<file path="config.mk">
export PLATFORM = sky130hd
export DESIGN_NAME = led_frame_receiver_top
export DESIGN_NICKNAME = d
export VERILOG_FILES = /design/src/rtl/lfr_pkg.sv /design/src/rtl/led_frame_receiver_top.sv /design/src/rtl/lfr_regs.sv /design/src/rtl/lfr_ctrl.sv /design/src/rtl/lfr_dp.sv
export SDC_FILE = /design/constraint.sdc
export NUM_CORES = 1
export LEC_CHECK = 0
export BUFFER_PORTS_ARGS = -buffer_cell sky130_fd_sc_hd__buf_2
export CORE_UTILIZATION = 45
export CTS_CLUSTER_DIAMETER = 60
export DETAILED_ROUTE_END_ITERATION = 6
export HOLD_SLACK_MARGIN = 0.03
export PLACE_DENSITY = 0.74
export SLEW_MARGIN = 20
export SYNTH_ARGS = -nofsm -noshare
export SYNTH_HDL_FRONTEND = slang
export SYNTH_HIERARCHICAL = 1
export SYNTH_SLANG_ARGS = --single-unit
</file>
<file path="constraint.sdc">
create_clock -name clk_i -period 10.8 [get_ports clk_i]
set_input_delay 1.62 -clock clk_i [delete_from_list [all_inputs] [get_ports clk_i]]
set_output_delay 1.62 -clock clk_i [all_outputs]
set_load 0.03 [all_outputs]
</file>
<file path="src/rtl/lfr_pkg.sv">
// shared types and constants of the led frame receiver
package lfr_pkg;

  localparam logic [7:0] SYNC1_BYTE  = 8'h36;
  localparam logic [7:0] SYNC2_BYTE  = 8'h16;
  localparam logic [7:0] CMD_BYTE    = 8'hA0;
  localparam logic [7:0] TRAIL1_BYTE = 8'h28;
  localparam logic [7:0] TRAIL2_BYTE = 8'h98;

  localparam int unsigned PADDR_W = 3;
  localparam int unsigned PDATA_W = 32;
  localparam int unsigned LED_IDX_W = 5;

  // register index as decoded from paddr[2]
  localparam logic REG_BOARD_ADDR = 1'b0;
  localparam logic REG_RX_TIMEOUT = 1'b1;

  typedef enum logic [8:0] {
    ST_SYNC1  = 9'b000000001,
    ST_SYNC2  = 9'b000000010,
    ST_ADDR   = 9'b000000100,
    ST_CMD    = 9'b000001000,
    ST_DATA   = 9'b000010000,
    ST_TRAIL1 = 9'b000100000,
    ST_TRAIL2 = 9'b001000000,
    ST_RD     = 9'b010000000,
    ST_OUT    = 9'b100000000
  } lfr_state_e;

  typedef struct packed {
    logic rec_tick;
    logic clr_cnt;
    logic wr_byte;
    logic rd_start;
    logic rd_issue;
    logic rd_next;
  } lfr_cmd_t;

  typedef struct packed {
    logic is_sync1;
    logic is_sync2;
    logic addr_match;
    logic is_cmd;
    logic is_trail1;
    logic is_trail2;
    logic timeout;
    logic payload_last;
    logic rd_last;
  } lfr_sts_t;

endpackage

</file>
<file path="src/rtl/led_frame_receiver_top.sv">
// top level of the led frame receiver
// Each input transaction carries one received byte and the current tick. The receiver
// hunts for 0x36 0x16 <board address> 0xA0, stores PAYLOAD_BYTES payload bytes and then
// checks the trailer 0x28 0x98; each byte is handled in the cycle of its
// transaction. On a good trailer it stops taking input and sends LEDS_DRIVEN result
// transactions, one per LED, the final one flagged by last_of_frame_o. Each result
// is first read from the payload memory through its registered read port and then
// presented until taken; in_stall_o stays high for the whole burst. A 0x36 byte
// outside the payload, or a nonzero rx_timeout elapsed since the last byte taken in
// the first sync state (32-bit wrapping), restarts the hunt. Registers:
// board_address at 0x0, rx_timeout at 0x4, both reset to zero.
module led_frame_receiver_top
  import lfr_pkg::*;
#(
  parameter int unsigned PAYLOAD_BYTES = 32,
  parameter int unsigned LEDS_DRIVEN   = 32
) (
  input  logic                 clk_i,
  input  logic                 rst_ni,
  // configuration port
  input  logic                 psel,
  input  logic                 penable,
  input  logic                 pwrite,
  input  logic [PADDR_W-1:0]   paddr,
  input  logic [PDATA_W-1:0]   pwdata,
  output logic [PDATA_W-1:0]   prdata,
  output logic                 pready,
  // byte input channel
  input  logic                 in_valid_i,
  output logic                 in_stall_o,
  input  logic [7:0]           rx_byte_i,
  input  logic [31:0]          now_tick_i,
  // led result channel
  output logic                 out_valid_o,
  input  logic                 out_stall_i,
  output logic [LED_IDX_W-1:0] led_index_o,
  output logic [7:0]           led_state_o,
  output logic                 last_of_frame_o
);

  logic [7:0]  board_addr;
  logic [31:0] rx_timeout;
  lfr_cmd_t    cmd;
  lfr_sts_t    sts;

  // configuration registers
  lfr_regs u_regs (
    .clk_i        (clk_i),
    .rst_ni       (rst_ni),
    .psel         (psel),
    .penable      (penable),
    .pwrite       (pwrite),
    .paddr        (paddr),
    .pwdata       (pwdata),
    .prdata       (prdata),
    .pready       (pready),
    .board_addr_o (board_addr),
    .rx_timeout_o (rx_timeout)
  );

  // phase tracking and burst sequencing
  lfr_ctrl u_ctrl (
    .clk_i       (clk_i),
    .rst_ni      (rst_ni),
    .in_valid_i  (in_valid_i),
    .out_stall_i (out_stall_i),
    .sts_i       (sts),
    .cmd_o       (cmd),
    .in_stall_o  (in_stall_o),
    .out_valid_o (out_valid_o)
  );

  // byte matching, tick compare, payload memory and result registers
  lfr_dp #(
    .PAYLOAD_BYTES (PAYLOAD_BYTES),
    .LEDS_DRIVEN   (LEDS_DRIVEN)
  ) u_dp (
    .clk_i           (clk_i),
    .rst_ni          (rst_ni),
    .rx_byte_i       (rx_byte_i),
    .now_tick_i      (now_tick_i),
    .board_addr_i    (board_addr),
    .rx_timeout_i    (rx_timeout),
    .cmd_i           (cmd),
    .sts_o           (sts),
    .led_index_o     (led_index_o),
    .led_state_o     (led_state_o),
    .last_of_frame_o (last_of_frame_o)
  );

  // input is held off for the whole burst
  a_out_blocks_in: assert property (@(posedge clk_i) disable iff (!rst_ni)
    out_valid_o |-> in_stall_o)
    else $error("result shown while input is open");

  // the final result hands control back to the hunt
  a_last_reopens: assert property (@(posedge clk_i) disable iff (!rst_ni)
    (out_valid_o && !out_stall_i && last_of_frame_o) |=> !in_stall_o && !out_valid_o)
    else $error("input not reopened after last result");

  // a taken non-final result is followed by the next led index
  a_index_steps: assert property (@(posedge clk_i) disable iff (!rst_ni)
    (out_valid_o && !out_stall_i && !last_of_frame_o) |=>
      !out_valid_o ##1 (out_valid_o && led_index_o == $past(led_index_o, 2) + 5'd1))
    else $error("led index did not advance by one");

endmodule

</file>
<file path="src/rtl/lfr_regs.sv">
// apb configuration registers of the led frame receiver
module lfr_regs
  import lfr_pkg::*;
(
  input  logic               clk_i,
  input  logic               rst_ni,
  input  logic               psel,
  input  logic               penable,
  input  logic               pwrite,
  input  logic [PADDR_W-1:0] paddr,
  input  logic [PDATA_W-1:0] pwdata,
  output logic [PDATA_W-1:0] prdata,
  output logic               pready,
  output logic [7:0]         board_addr_o,
  output logic [31:0]        rx_timeout_o
);

  logic [7:0]  board_addr_q;
  logic [31:0] rx_timeout_q;
  logic        wr_en;

  assign pready = 1'b1;
  assign wr_en  = psel & penable & pwrite & pready;

  always_ff @(posedge clk_i or negedge rst_ni) begin
    if (!rst_ni) begin
      board_addr_q <= '0;
      rx_timeout_q <= '0;
    end else if (wr_en) begin
      case (paddr[2])
        REG_BOARD_ADDR: board_addr_q <= pwdata[7:0];
        REG_RX_TIMEOUT: rx_timeout_q <= pwdata;
        default: ;
      endcase
    end
  end

  always_comb begin
    case (paddr[2])
      REG_BOARD_ADDR: prdata = {24'd0, board_addr_q};
      REG_RX_TIMEOUT: prdata = rx_timeout_q;
      default:        prdata = '0;
    endcase
  end

  assign board_addr_o = board_addr_q;
  assign rx_timeout_o = rx_timeout_q;

endmodule

</file>
<file path="src/rtl/lfr_ctrl.sv">
// frame hunting and result burst controller
module lfr_ctrl
  import lfr_pkg::*;
(
  input  logic     clk_i,
  input  logic     rst_ni,
  input  logic     in_valid_i,
  input  logic     out_stall_i,
  input  lfr_sts_t sts_i,
  output lfr_cmd_t cmd_o,
  output logic     in_stall_o,
  output logic     out_valid_o
);

  lfr_state_e state_q, state_d, eff;
  logic       hunt;

  assign hunt        = (state_q != ST_RD) && (state_q != ST_OUT);
  assign in_stall_o  = ~hunt;
  assign out_valid_o = (state_q == ST_OUT);

  always_comb begin
    state_d = state_q;
    cmd_o   = '0;
    eff     = state_q;
    // sync byte outside payload, or expired timeout, restarts the hunt
    if (sts_i.is_sync1 && state_q != ST_DATA) begin
      eff = ST_SYNC1;
    end else if (sts_i.timeout) begin
      eff = ST_SYNC1;
    end
    if (state_q == ST_RD) begin
      cmd_o.rd_issue = 1'b1;
      state_d        = ST_OUT;
    end else if (state_q == ST_OUT) begin
      if (!out_stall_i) begin
        if (sts_i.rd_last) begin
          state_d = ST_SYNC1;
        end else begin
          cmd_o.rd_next = 1'b1;
          state_d       = ST_RD;
        end
      end
    end else if (in_valid_i) begin
      case (eff)
        ST_SYNC1: begin
          cmd_o.rec_tick = 1'b1;
          state_d = sts_i.is_sync1 ? ST_SYNC2 : ST_SYNC1;
        end
        ST_SYNC2: state_d = sts_i.is_sync2 ? ST_ADDR : ST_SYNC1;
        ST_ADDR:  state_d = sts_i.addr_match ? ST_CMD : ST_SYNC1;
        ST_CMD: begin
          if (sts_i.is_cmd) begin
            cmd_o.clr_cnt = 1'b1;
            state_d = ST_DATA;
          end else begin
            state_d = ST_SYNC1;
          end
        end
        ST_DATA: begin
          cmd_o.wr_byte = 1'b1;
          state_d = sts_i.payload_last ? ST_TRAIL1 : ST_DATA;
        end
        ST_TRAIL1: state_d = sts_i.is_trail1 ? ST_TRAIL2 : ST_SYNC1;
        ST_TRAIL2: begin
          if (sts_i.is_trail2) begin
            cmd_o.rd_start = 1'b1;
            state_d = ST_RD;
          end else begin
            state_d = ST_SYNC1;
          end
        end
        default: state_d = ST_SYNC1;
      endcase
    end
  end

  always_ff @(posedge clk_i or negedge rst_ni) begin
    if (!rst_ni) begin
      state_q <= ST_SYNC1;
    end else begin
      state_q <= state_d;
    end
  end

endmodule

</file>
<file path="src/rtl/lfr_dp.sv">
// byte compare, timeout, payload store and readout datapath
module lfr_dp
  import lfr_pkg::*;
#(
  parameter int unsigned PAYLOAD_BYTES = 32,
  parameter int unsigned LEDS_DRIVEN   = 32
) (
  input  logic                 clk_i,
  input  logic                 rst_ni,
  input  logic [7:0]           rx_byte_i,
  input  logic [31:0]          now_tick_i,
  input  logic [7:0]           board_addr_i,
  input  logic [31:0]          rx_timeout_i,
  input  lfr_cmd_t             cmd_i,
  output lfr_sts_t             sts_o,
  output logic [LED_IDX_W-1:0] led_index_o,
  output logic [7:0]           led_state_o,
  output logic                 last_of_frame_o
);

  localparam int unsigned DEPTH =
    (PAYLOAD_BYTES > LEDS_DRIVEN) ? PAYLOAD_BYTES : LEDS_DRIVEN;
  localparam int unsigned AW = (DEPTH > 1) ? $clog2(DEPTH) : 1;
  localparam int unsigned LW = (LEDS_DRIVEN > 1) ? $clog2(LEDS_DRIVEN) : 1;

  logic [7:0]    mem [DEPTH];
  logic [7:0]    rd_data_q;
  logic [AW-1:0] cnt_q;
  logic [AW:0]   cnt_next;
  logic [LW-1:0] rd_idx_q;
  logic [31:0]   start_tick_q;
  logic [31:0]   elapsed;

  assign cnt_next = {1'b0, cnt_q} + {{AW{1'b0}}, 1'b1};
  assign elapsed  = now_tick_i - start_tick_q;

  assign sts_o.is_sync1     = (rx_byte_i == SYNC1_BYTE);
  assign sts_o.is_sync2     = (rx_byte_i == SYNC2_BYTE);
  assign sts_o.addr_match   = (rx_byte_i == board_addr_i);
  assign sts_o.is_cmd       = (rx_byte_i == CMD_BYTE);
  assign sts_o.is_trail1    = (rx_byte_i == TRAIL1_BYTE);
  assign sts_o.is_trail2    = (rx_byte_i == TRAIL2_BYTE);
  assign sts_o.timeout      = (rx_timeout_i != 32'd0) && (elapsed >= rx_timeout_i);
  assign sts_o.payload_last = (cnt_next >= (AW+1)'(PAYLOAD_BYTES));
  assign sts_o.rd_last      = (rd_idx_q == LW'(LEDS_DRIVEN - 1));

  always_ff @(posedge clk_i or negedge rst_ni) begin
    if (!rst_ni) begin
      cnt_q        <= '0;
      rd_idx_q     <= '0;
      start_tick_q <= '0;
    end else begin
      if (cmd_i.rec_tick) start_tick_q <= now_tick_i;
      if (cmd_i.clr_cnt) begin
        cnt_q <= '0;
      end else if (cmd_i.wr_byte) begin
        cnt_q <= cnt_next[AW-1:0];
      end
      if (cmd_i.rd_start) begin
        rd_idx_q <= '0;
      end else if (cmd_i.rd_next) begin
        rd_idx_q <= rd_idx_q + LW'(1);
      end
    end
  end

  always_ff @(posedge clk_i) begin
    if (cmd_i.wr_byte) mem[cnt_q] <= rx_byte_i;
    if (cmd_i.rd_issue) rd_data_q <= mem[AW'(rd_idx_q)];
  end

  assign led_index_o     = LED_IDX_W'(rd_idx_q);
  assign led_state_o     = rd_data_q;
  assign last_of_frame_o = sts_o.rd_last;

endmodule
</file>
* Yosys cells after proc, flatten, opt, wreduce, memory -nomap -nowiden
Memories as Yosys holds them, arrays and structs flattened. A register that Yosys moved wholly into a read port is not among the register bits. Cells that the tools add are included.
Word-level totals: flip-flop bits (word level) 91, bits in writable memories 256, memories kept 1
Operators by class: add/sub/neg operators 3, magnitude comparators 2, eq/ne operators 20, muxes and demuxes 36, bitwise operators 4, reduce and logical (&&, ||, !) cells 10
Memories:
- u_dp.mem | words 32, width 8, read ports 1, clocked after Yosys merged registers in 1, wr ports 1, RTL line lfr_dp.sv:26 | logic [7:0] mem [DEPTH];
Operators with widths (number):
- $pmux 32 s2 | 1
- $pmux 9 s7 | 1
- $mux 9 | 6
- $ge 32x32->1 | 1
- $reduce_bool 32->1 | 1
- $sub 32x32->32 | 1
- $mux 5 | 5
- $eq 8x6->1 const B | 2
- $eq 8x8->1 const B | 2
- $mux 4 | 4
- $mux 8 | 2
- $mux 1 | 13
- $eq 9x1->1 const B | 1
- $eq 9x2->1 const B | 1
- $eq 9x3->1 const B | 1
- $eq 9x4->1 const B | 1
- $eq 9x5->1 const B | 1
- $eq 9x6->1 const B | 1
- $eq 9x7->1 const B | 1
- $eq 9x8->1 const B | 1
- $eq 9x9->1 const B | 1
- $ne 9x5->1 const B | 1
- $ne 9x8->1 const B | 1
- $ne 9x9->1 const B | 1
- 17 further kinds | 24

* Logic depth before layout (Yosys ltp)
Gate-level depths: netlist of the first run.
word-level depth 12, gate-level depth with buffers 26

* Modules after synthesis
Netlist of the first run, hierarchy kept.
By module, submodules not included:
- lfr_dp | instances 1, cells an instance 978, area each 14566.5 um^2
- lfr_regs | instances 1, cells an instance 123, area each 1911.8 um^2
- lfr_ctrl | instances 1, cells an instance 102, area each 834.6 um^2

* Worst setup path after synthesis of the first run
Ideal clock, no wire load.
path type input port to flip-flop, start input now_tick_i[0], end memory u_dp.mem[3][0] (enable), arrival time 6555 ps, data required time 10417 ps, slack 3862 ps, stages 26, path buffers 1, cell sequence inv_1 > ha_1 > inv_1 > fa_1 > a21o_1 > a221oi_2 > o22ai_1 > o21ai_1 > a2bb2oi_1 > a41oi_1 > xnor2_1 > ha_1 > a21o_1 > a21o_1 > a21oi_1 > nor2_1 > a211oi_1 > o22ai_1 > nor4_1 > and2_1 > nand3_1 > inv_1 > clkbuf_1 > nand2_1 > or2_2 > nor3_1
RTL lines:
- from (decl) | RTL line led_frame_receiver_top.sv:32 | input logic [31:0] now_tick_i,
- to (decl) | RTL line lfr_dp.sv:26

==> run summary, run 1 <==
Worst hold path class: reg2reg
Finished Cell Area: 0.0197 mm2
CTS tree: yes
Post-synthesis sequential area ratio: 59.0%
Hold slack: 0.533 ns
Final #Nets: 1485
Fin crit share: 67.3%
Final Power: 4.14 mW
Worst EP arrival: 7.43 ns
Via count: 10436
Synth area leader: edfxtp_1
Mapped Avg Cell Area: 14.4 um2
Fillers: 3114
Placed instance area: 0.0184 mm2
Crit-path max FO: 9
Hold Fails Final Rpt: 0
Initial antenna violation count: 2
Core Region: 0.0378 mm2
# resized after CTS: 0
Startpoint types: input pin
Max-Cap Viols: 0
Synth unique cells: 74
F_max: 138 MHz
Pwr dens: 210 mW/mm2
Worst-path clk slew: 0.06 ns
Syn Std Cell Area: 0.0173 mm2
Ordered list of cells on the worst path: buf_2 -> inv_1 -> ha_1 -> inv_1 -> fa_1 -> a21o_1 -> a221oi_2 -> o211ai_1 -> a31oi_1 -> o22ai_1 -> a21oi_1 -> ha_1 -> a21o_1 -> a21oi_1 -> nor2_1 -> a211oi_1 -> o22ai_1 -> nor4_1 -> and2_1 -> nand3_1 -> inv_1 -> nand2_1 -> nor2_1
Vias per inst: 5.57
GP Congestion: 0.895
Total global routing overflow: 0
Minimum clock period: 7.26 ns
Max Slew Vio Count: 0
Asr flop ratio synth: 25.6%
Leak: 7.52 nW
CP Capture Type: flop
Die ar.: 0.0393 mm2
Per-cell routed wire length: 20.0 um
Setup_tns: 0 ns
Synth area leaders: edfxtp_1 46%, dfrtp_1 13%, mux4_2 10%
Layout cells sized above 1: 27.0%
VDD IR-drop max: 0.134 mV
Hpwl dp: 25400 um
Num CTS Buffers: 39
RSZ-0062 raised after global routing: no
Setup Buffers After CTS: 0
Ant diodes: 0
Commonest cells in the netlist: 264 x edfxtp_1, 90 x dfrtp_1, 81 x inv_1, 80 x mux4_2, 73 x nand2_1
CTS Sinks: 355
Die Y: 198 um
Ys flop type: edfxtp_1
Worst path slowest cell: nor2_1
WL final: 37500 um
Layout area overhead: 14.0%
Vias in the first global route: 10552
Number of synthesized flops with an enable pin: 264
Clock buffer depth: 3
CP max stage delay: 0.81 ns
Setup violations, final: 0
Critical path's top delay family: compound AO/OA/AOI/OAI gates
Worst slew margin: 29.6%
Register bit total from synthesis: 355
First-pass iteration count of the detailed router: 5
GRT Total Usage: 19.5%
Synth top area share: 45.8%
Pin count of the biggest net entering global routing: 63
Buffers on Ports: 127
H-tree levels: 2
Die width: 198 um
Syn nets: 1355
Clock Tree Root: clkbuf_16
Iter 0 DRT Violations: 698
Least-Margin Pin Slew: 1.05 ns
WP buf/inv: 4
Initial Util: 45.9%
Most frequent cell after synthesis: edfxtp_1
Clock insertion delay at the later pin of the skew report: 0.55 ns
First-pass GRT wire length: 58000 um
Most Frequent Cell on Critical Path: inv_1
Ys Warns: 6
Antenna-violating nets left: 0
Critical Path RT: 10.96 ns
Status: complete, no violations
# DRC: 0
Number of top-level pins: 131
Kind of critical path: in2reg
Clk_skew: 0.0215 ns
Post-Syn Instances: 1203
Core Util, Final: 52.3%
Row count: 71
Cts hold-fix bufs: 0
## metrics by stage
step / cells / setup WS [ns]
finish: 1875 / 3.54
global placement: 1802 / 2.79
detailed placement: 1802 / 2.69
global route: 1875 / 3.02
CTS: 1874 / 3.27
floorplan: 1203 / 3.86
## path summary, 6_finish.rpt
check | from | to | slack [ns] | cells past startpoint
min reg2reg | u_dp/start_tick_q[0]$_DFFE_PN0P_ | u_dp/start_tick_q[0]$_DFFE_PN0P_ | 0.53 | 1
min in group asynchronous | rst_ni | u_regs/rx_timeout_o[24]$_DFFE_PN0P_ | 1.09 | 1
max reg2reg | u_dp/start_tick_q[0]$_DFFE_PN0P_ | u_dp/mem[22][2]$_DFFE_PP_ | 4.40 | 21
min | u_dp/start_tick_q[0]$_DFFE_PN0P_ | u_dp/start_tick_q[0]$_DFFE_PN0P_ | 0.53 | 1
max in group asynchronous | rst_ni | u_dp/led_index_o[0]$_DFFE_PN0P_ | 8.59 | 2
max | now_tick_i[0] | u_dp/mem[22][2]$_DFFE_PP_ | 3.54 | 23
## worst reg2reg max path: cells and delay by family (launching register included)
kind	cells	cell delay [ns]
AO/OA/AOI/OAI	10	2.48
adder cells (fa/ha/maj)	3	0.87
buffers and inverters	2	0.32
flip-flops	1	0.35
AND/OR/NAND/NOR	6	2.01
## metal layers
layer  global-route usage (%)  share of wire, %  vias up
met1                     25.5                43     5233
met4                     4.94               1.7        4
met5                        0             0.061        -
met3                     3.53               6.1       53
li1                         -                 -     4825
met2                     33.3                49      321
## final cells by class
type	instances	area, um2	area share [%]
Tap cell	511	639	3.24
Multi-Input combinational cell	713	6550	33.2
Clock buffer	47	1020	5.15
Sequential cell	355	10200	51.7
Inverter	81	304	1.54
Timing Repair Buffer	143	778	3.94
Clock inverter	25	243	1.23
## registers in the layout, summed over array words and instances (netlist names)
name,count
u_ctrl/state_q,9
u_dp/cnt_q,5
u_dp/led_index_o,5
u_dp/led_state_o,8
u_dp/mem,256
u_dp/start_tick_q,32
u_regs/board_addr_o,8
u_regs/rx_timeout_o,32
## kinds of logic (layout without fill, tap and decap cells)
logic type | after synthesis | in the layout | synth area share [%]
AOI/OAI and AO/OA | 182 | 182 | 6.82
xor gates and xnor gates | 44 | 44 | 2.23
adders and majority gates | 70 | 70 | 5.10
buffers and inverters | 135 | 296 | 3.47
DFF | 355 | 355 | 59.0
muxes | 142 | 142 | 15.1
other | 1 | 1 | 0.0217
and+or+nand+nor | 274 | 274 | 8.35
## power breakdown
group          total (mW)  internal, mW  switching [mW]  leakage, nW
Sequential           1.63          1.54          0.0962         3.50
Combinational        1.22         0.594           0.625         3.41
Clock                1.28         0.735           0.550        0.619
Total                4.14          2.87            1.27         7.52
## layout by cell type (no fill, tap or decap), types with 8 or more instances in the layout
cell type | synthesis | layout
nor4_1 | 18 | 18
nand3_1 | 8 | 8
buf_2 | 12 | 126
xnor2_1 | 31 | 31
clkbuf_16 | 0 | 39
and2_1 | 28 | 28
ha_1 | 69 | 69
nand4_1 | 18 | 18
o21ai_0 | 58 | 58
a21o_1 | 27 | 27
nand2_1 | 73 | 73
nor3_2 | 1 | 8
xor2_1 | 13 | 13
edfxtp_1 | 264 | 264
dfrtp_1 | 90 | 88
a21oi_1 | 38 | 38
mux4_2 | 80 | 80
nor2_1 | 58 | 57
nand2b_1 | 12 | 12
clkinv_2 | 0 | 9
inv_1 | 81 | 81
buf_4 | 3 | 16
mux2_2 | 29 | 29
mux2_4 | 30 | 30
nor3_1 | 23 | 16
Note: power is estimated with default switching activity, not from simulation.
==> inputs of run 2 (changes only) <==
==> constraint.sdc (replaced) <==
create_clock -name clk_i -period 7.6 [get_ports clk_i]
set_input_delay 1.14 -clock clk_i [delete_from_list [all_inputs] [get_ports clk_i]]
set_output_delay 1.14 -clock clk_i [all_outputs]
set_load 0.03 [all_outputs]
==> run 2 against run 1 <==
Count of clock-buffer cells in the layout increased by 4. Global-route usage increased by 0.62 points. Sequential power rose by 40%. Clock skew fell by 0.00072 ns. Critical path type unchanged. Highest routed layer unchanged. Die area did not move. Register-to-register slack worse by 2.9 ns. Combinational power up 48%. Routed wire length up 2.3%. Via count up 2.1%. Clock power grew 51%. Setup slack lost 2.4 ns. Total power rose by 46%. Largest power group unchanged.
==> run summary, run 2 (synthesis results as in run 1) <==
Via count: 10650 (was 10436)
First-pass GRT wire length: 59900 um (was 58000 um)
Leak: 7.72 nW (was 7.52 nW)
# DRC: 0 (unchanged)
First-pass iteration count of the detailed router: 5 (unchanged)
Clock insertion delay at the later pin of the skew report: 0.56 ns (was 0.55 ns)
Crit-path max FO: 9 (unchanged)
Per-cell routed wire length: 20.1 um (was 20.0 um)
CTS Sinks: 355 (unchanged)
Vias in the first global route: 10842 (was 10552)
GRT Total Usage: 20.1% (was 19.5%)
Die Y: 198 um (unchanged)
Biggest register: u_dp/mem (unchanged)
F_max: 155 MHz
Worst slew margin: 29.6% (about the same)
Ant diodes: 0 (unchanged)
Pin count of the biggest net entering global routing: 77 (was 63)
Startpoint types: input pin (unchanged)
Max Slew Vio Count: 0 (unchanged)
Setup violations, final: 0 (unchanged)
Number of top-level pins: 131 (unchanged)
Max-Cap Viols: 0 (unchanged)
Core Region: 0.0378 mm2 (unchanged)
Iter 0 DRT Violations: 704 (was 698)
Finished Cell Area: 0.0200 mm2 (was 0.0197 mm2)
Most common cell after layout, fill and taps aside: edfxtp_1 (unchanged)
# resized after CTS: 0 (unchanged)
Cts hold-fix bufs: 0 (unchanged)
RSZ-0062 raised after global routing: no (unchanged)
Total global routing overflow: 0 (unchanged)
CTS tree: yes (unchanged)
Clk_skew: 0.0207 ns (was 0.0215 ns)
Most frequent cells in the layout: 264 x edfxtp_1, 126 x buf_2, 88 x dfrtp_1, 81 x inv_1, 80 x mux4_2 (unchanged)
Layout area overhead: 15.6% (was 14.0%)
Worst EP arrival: 6.72 ns (was 7.43 ns)
Buffers on Ports: 127 (unchanged)
Vias per inst: 5.59 (was 5.57)
Fin crit share: 85.0%
Kind of critical path: in2reg (unchanged)
Num CTS Buffers: 40 (was 39)
Initial Util: 45.9% (unchanged)
Max reg flops: 256 (unchanged)
CP Capture Type: flop (unchanged)
Initial antenna violation count: 2 (unchanged)
Die ar.: 0.0393 mm2 (unchanged)
Pwr dens: 302 mW/mm2 (was 210 mW/mm2)
Clock Tree Root: clkbuf_16 (unchanged)
Row count: 71 (unchanged)
Least-Margin Pin Slew: 1.05 ns (about the same)
Setup Buffers After CTS: 0 (unchanged)
Antenna-violating nets left: 0 (unchanged)
H-tree levels: 2 (unchanged)
WL final: 38400 um (was 37500 um)
Status: complete, no violations (unchanged)
Clock buffer depth: 3 (unchanged)
Final Power: 6.04 mW (was 4.14 mW)
Setup_tns: 0 ns (unchanged)
Minimum clock period: 6.46 ns
Final #Nets: 1516 (was 1485)
GP Congestion: 0.887 (was 0.895)
Placed instance area: 0.0186 mm2 (was 0.0184 mm2)
Hpwl dp: 25300 um (was 25400 um)
Die width: 198 um (unchanged)
Worst hold path class: in2async (was reg2reg)
Hold Fails Final Rpt: 0 (unchanged)
VDD IR-drop max: 0.205 mV (was 0.134 mV)
Layout cells sized above 1: 28.2% (was 27.0%)
Worst-path clk slew: 0.06 ns (about the same)
Critical Path RT: 7.86 ns (was 10.96 ns)
-- run 2: cell count changes in the layout (fill, tap and decap cells not counted) --
cell	delta
clkbuf_1	-1
buf_4	+30
clkinv_2	-1
bufinv_16	+1
clkbuf_16	+2
clkinv_4	-1
clkbuf_8	+3
inv_8	-2
nor3_2	-7
nor3_1	+7
-- run 2: final timing paths --
kind                                                       start                                end  slack (ns)  cells after the start
worst min-delay path                                      rst_ni  u_dp/start_tick_q[31]$_DFFE_PN0P_        0.44                      1
worst min register to register  u_dp/start_tick_q[0]$_DFFE_PN0P_   u_dp/start_tick_q[0]$_DFFE_PN0P_        0.52                      1
max in group asynchronous                                 rst_ni    u_dp/led_index_o[0]$_DFFE_PN0P_        5.80                      2
worst max register to register  u_dp/start_tick_q[0]$_DFFE_PN0P_           u_dp/mem[3][7]$_DFFE_PP_        1.53                     26
worst max-delay path                               now_tick_i[0]           u_dp/mem[3][7]$_DFFE_PP_        1.14                     28
min in group clk_i              u_dp/start_tick_q[0]$_DFFE_PN0P_   u_dp/start_tick_q[0]$_DFFE_PN0P_        0.52                      1
-- run 2: through the flow --
stage	hold WS, ns	util (%)	worst slack (ns)	std cells
floorplan	0.485	-	1.14	1203
global placement	0.498	49.4	0.739	1832
detailed placement	0.509	49.4	0.630	1832
CTS	0.424	52.9	1.20	1905
global route	0.436	53.0	0.738	1906
finish	0.444	53.0	1.14	1906
-- run 2: layer usage --
| layer | global-route usage, % | wire (um) | vias to the layer above |
|---|---|---|---|
| met4 | 7.18 | 1270 | 4 |
| met1 | 25.7 | 15900 | 5304 |
| met5 | 0 | 25 | - |
| met3 | 4.16 | 2500 | 81 |
| met2 | 33.7 | 18700 | 377 |
| li1 | - | - | 4884 |
-- run 2: area by class of cell --
type | count | area (um2)
timing repair buffer | 173 | 1000
multi-input combinational | 713 | 6510
sequential | 355 | 10200
tap | 511 | 639
fill | 3073 | 17700
clock inverter | 22 | 236
clock buffer | 51 | 1100
inverter | 81 | 304
-- run 2: report_power, final --
group | total (mW) | switching [mW] | internal (mW)
clock | 1.93 | 0.792 | 1.14
sequential | 2.29 | 0.104 | 2.19
combinational | 1.81 | 0.939 | 0.871
total | 6.04 | 1.84 | 4.20
-- run 2: worst max-delay path, stage by stage --
cell and delay [ns]:
buf_2 0.10, inv_1 0.05, ha_1 0.18, inv_1 0.06
fa_1 0.40, a21o_1 0.20, a221oi_2 0.44, o22ai_1 0.19
o21ai_1 0.23, a2bb2oi_1 0.18, a41oi_1 0.30, xnor2_1 0.11
ha_1 0.19, a21o_1 0.15, a21o_1 0.17, a21oi_1 0.16
nor2_1 0.06, a211oi_1 0.21, o22ai_1 0.10, buf_4 0.16
nor4_1 0.36, and2_1 0.24, nand3_1 0.11, inv_1 0.27
nand2_1 0.17, or2_2 0.35, nor3_1 0.18, buf_4 0.23
==> inputs of run 3 (changes only) <==
--- a/config.mk
+++ b/config.mk
@@ -9,10 +9,9 @@
 export CORE_UTILIZATION = 45
 export CTS_CLUSTER_DIAMETER = 60
 export DETAILED_ROUTE_END_ITERATION = 6
-export HOLD_SLACK_MARGIN = 0.03
+export HOLD_SLACK_MARGIN = 0.02
 export PLACE_DENSITY = 0.74
 export SLEW_MARGIN = 20
 export SYNTH_ARGS = -nofsm -noshare
 export SYNTH_HDL_FRONTEND = slang
-export SYNTH_HIERARCHICAL = 1
 export SYNTH_SLANG_ARGS = --single-unit
==> run 3 against run 2 <==
Core utilization is 0.68 points lower. Via count is 4.3% lower. Routed wire length is 5.9% lower. Cell count is 3.5% lower. Critical endpoint is now u_dp.mem[20][0]$_DFFE_PP_.
==> run summary, run 3 <==
Status: complete, no violations (unchanged)
# resized after CTS: 0 (unchanged)
Final Power: 5.03 mW (was 6.04 mW)
Antenna-violating nets left: 0 (unchanged)
Max Slew Vio Count: 0 (unchanged)
Clk pwr share: 36.6% (was 32.0%)
Startpoint types: input pin (unchanged)
Synth top area share: 46.3% (was 45.8%)
Max reg flops: 256 (unchanged)
Sw Ratio: 27.1% (was 30.4%)
Synth Area in XOR/XNOR: 2.00% (was 2.23%)
Vias in the first global route: 10298 (was 10842)
Mapped Avg Cell Area: 15.0 um2 (was 14.4 um2)
Reg-to-Reg Start: u_dp.start_tick_q[0]$_DFFE_PN0P_ (was u_dp/start_tick_q[0]$_DFFE_PN0P_)
Layout cells sized above 1: 29.9% (was 28.2%)
Hold Fails Final Rpt: 0 (unchanged)
Num CTS Buffers: 39 (was 40)
Ys Warns: 0 (was 6)
Setup Buffers After CTS: 0 (unchanged)
Kind of critical path: in2reg (unchanged)
Most frequent cell after synthesis: edfxtp_1 (unchanged)
Setup violations, final: 0 (unchanged)
Gate power share: 18.8% (was 30.0%)
Worst-path clk slew: 0.06 ns (about the same)
CTS Sinks: 355 (unchanged)
Mux contribution to synthesized area: 17.1% (was 15.1%)
Commonest cells in the netlist: 264 x edfxtp_1, 90 x dfrtp_1, 80 x mux4_2, 79 x inv_1, 69 x ha_1 (was 264 x edfxtp_1, 90 x dfrtp_1, 81 x inv_1, 80 x mux4_2, 73 x nand2_1)
Asr flop ratio synth: 25.6% (unchanged)
CP startpoint: now_tick_i[0] (unchanged)
GRT Total Usage: 19.3% (was 20.1%)
Core Region: 0.0376 mm2 (was 0.0378 mm2)
Core Util, Final: 52.3% (was 53.0%)
Initial Util: 45.6% (was 45.9%)
Worst hold path class: in2async (unchanged)
VDD IR-drop max: 0.213 mV (was 0.205 mV)
Row count: 71 (unchanged)
Buffers on Ports: 127 (unchanged)
Die ar.: 0.0388 mm2 (was 0.0393 mm2)
Setup ws final: 0.946 ns (was 1.14 ns)
Pre-CTS setup slack: 0.448 ns (was 0.630 ns)
Compound-cell area share of the yosys netlist: 5.90% (was 6.82%)
Per-cell routed wire length: 19.6 um (was 20.1 um)
Clock Tree Root: clkbuf_16 (unchanged)
Biggest register: u_dp.mem (was u_dp/mem)
Synth unique cells: 74 (unchanged)
Number of top-level pins: 131 (unchanged)
Pwr dens: 256 mW/mm2 (was 302 mW/mm2)
CTS tree: yes (unchanged)
Most common cell after layout, fill and taps aside: edfxtp_1 (unchanged)
First-pass GRT wire length: 57900 um (was 59900 um)
H-tree levels: 2 (unchanged)
Crit-path max FO: 8 (was 9)
Number of synthesized flops with an enable pin: 264 (unchanged)
R2R setup slack: 1.34 ns (was 1.53 ns)
GP Congestion: 0.893 (was 0.887)
Die Y: 197 um (was 198 um)
Leak: 7.55 nW (was 7.72 nW)
CP Capture Type: flop (unchanged)
Pin count of the biggest net entering global routing: 68 (was 77)
Layout area overhead: 14.9% (was 15.6%)
Ys flop type: edfxtp_1 (unchanged)
Fin crit share: 87.5% (was 85.0%)
Iter 0 DRT Violations: 664 (was 704)
Max-Cap Viols: 0 (unchanged)
Hpwl dp: 24100 um (was 25300 um)
Minimum clock period: 6.65 ns (was 6.46 ns)
Synth area leaders: edfxtp_1 46%, dfrtp_1 13%, mux4_2 11% (was edfxtp_1 46%, dfrtp_1 13%, mux4_2 10%)
Final #Nets: 1449 (was 1516)
Main combinational cell family by area after synthesis: multiplexers (unchanged)
Initial antenna violation count: 4 (was 2)
Worst EP arrival: 6.83 ns (was 6.72 ns)
RSZ-0062 raised after global routing: no (unchanged)
Vias per inst: 5.54 (was 5.59)
Setup_tns: 0 ns (unchanged)
Synth area leader: edfxtp_1 (unchanged)
Post-Synth Simple-Gate Area: 7.32% (was 8.35%)
Seq pwr share: 44.6% (was 38.0%)
Syn Std Cell Area: 0.0171 mm2 (was 0.0173 mm2)
First-pass iteration count of the detailed router: 5 (unchanged)
WL final: 36100 um (was 38400 um)
Die width: 197 um (was 198 um)
Least-Margin Pin Slew: 0.952 ns (was 1.05 ns)
Post-synthesis sequential area ratio: 59.6% (was 59.0%)
Clock buffer depth: 3 (unchanged)
Register bit total from synthesis: 355 (unchanged)
Via count: 10193 (was 10650)
Worst slew margin: 36.5% (was 29.6%)
Critical Path RT: 7.77 ns (was 7.86 ns)
Cts hold-fix bufs: 0 (unchanged)
# DRC: 0 (unchanged)
Clock insertion delay at the later pin of the skew report: 0.55 ns (was 0.56 ns)
Most frequent cells in the layout: 264 x edfxtp_1, 126 x buf_2, 88 x dfrtp_1, 80 x mux4_2, 79 x inv_1 (was 264 x edfxtp_1, 126 x buf_2, 88 x dfrtp_1, 81 x inv_1, 80 x mux4_2)
Syn nets: 1294 (was 1355)
Int Pwr: 3.67 mW (was 4.20 mW)
Clk_skew: 0.0169 ns (was 0.0207 ns)
P_sw: 1.36 mW (was 1.84 mW)
Adder-Cell Fraction of Synth Area: 5.16% (was 5.10%)
Post-Syn Instances: 1142 (was 1203)
Total global routing overflow: 0 (unchanged)
F_max: 150 MHz (was 155 MHz)
[run 3: changes by cell type in the layout (fill, tap and decap cells not counted), sizes merged, moves of 8 or more]
| cell | change |
|---|---|
| nor3 | -8 |
| o21ai | -26 |
| buf | -20 |
| nor2 | +9 |
| a21o | -8 |
| nand3 | +11 |
| nand2 | -42 |
| mux2 | +30 |
[run 3: worst paths after layout]
kind	endpoint	cells past startpoint
max	u_dp.mem[20][0]$_DFFE_PP_	24
max in group asynchronous	u_ctrl.state_q[3]$_DFFE_PN0P_	2
min in group clk_i	u_dp.start_tick_q[7]$_DFFE_PN0P_	1
min reg2reg	u_dp.start_tick_q[7]$_DFFE_PN0P_	1
min	u_dp.start_tick_q[26]$_DFFE_PN0P_	1
max reg2reg	u_dp.mem[20][0]$_DFFE_PP_	22
[run 3: cell families (layout without fill, tap and decap cells)]
kind of cell	count (synthesis)	after routing
flops	355	355
simple gates	238	238
mux	171	171
compound gates	149	149
buf+inv	119	305
fa+ha+maj	70	70
xor+xnor	39	39
other cells	1	2
[run 3: layout make-up]
| cell class | count | area [um2] |
|---|---|---|
| Timing Repair Buffer | 153 | 833 |
| Clock inverter | 23 | 231 |
| Tap cell | 511 | 639 |
| Fill cell | 3062 | 17900 |
| Inverter | 80 | 300 |
| Clock buffer | 49 | 1010 |
| Sequential cell | 355 | 10200 |
| Antenna cell | 1 | 2.50 |
| Multi-Input combinational cell | 668 | 6430 |
[run 3: power by group through the flow]
| stage | Combinational, mW | Sequential [mW] | Clock [mW] |
|---|---|---|---|
| after floorplan | 0.722 | 2.24 | 0 |
| after global placement | 0.918 | 2.28 | 0 |
| after detailed placement | 0.944 | 2.28 | 0 |
| after CTS | 0.952 | 2.24 | 1.88 |
| after global routing | 1.04 | 2.26 | 1.97 |
| final | 0.944 | 2.24 | 1.84 |
[run 3: metal layers]
layer | track usage, % | part of all wire, % | vias to the layer above
met3 | 3.94 | 6.8 | 65
met4 | 5.66 | 2.3 | 6
li1 | - | - | 4690
met5 | 0 | 0.091 | -
met2 | 31.4 | 48 | 357
met1 | 26.3 | 43 | 5075
[run 3: worst max-delay path: stages]
cell	delay, ns
buf_2	0.10
inv_1	0.05
ha_1	0.17
inv_1	0.06
fa_1	0.45
a211oi_1	0.31
o21ai_0	0.16
a31oi_1	0.36
o221ai_1	0.29
a21oi_1	0.36
a21oi_1	0.16
a211oi_1	0.34
a21oi_1	0.13
xor2_1	0.16
ha_1	0.30
a21o_1	0.17
a21oi_1	0.24
o21ai_0	0.13
nor3_1	0.25
o31a_4	0.24
o211a_1	0.31
nand3_1	0.10
buf_4	0.20
nor2_1	0.63
[run 3: per-stage QoR]
step           hold WS [ns]  area [um2]  std cells
2_1_floorplan         0.479       17100       1142
3_3_place_gp          0.489       18400       1767
3_5_place_dp          0.493       18400       1767
4_1_cts               0.491       19700       1839
5_1_grt               0.511       19700       1839
6_report              0.501       19700       1840
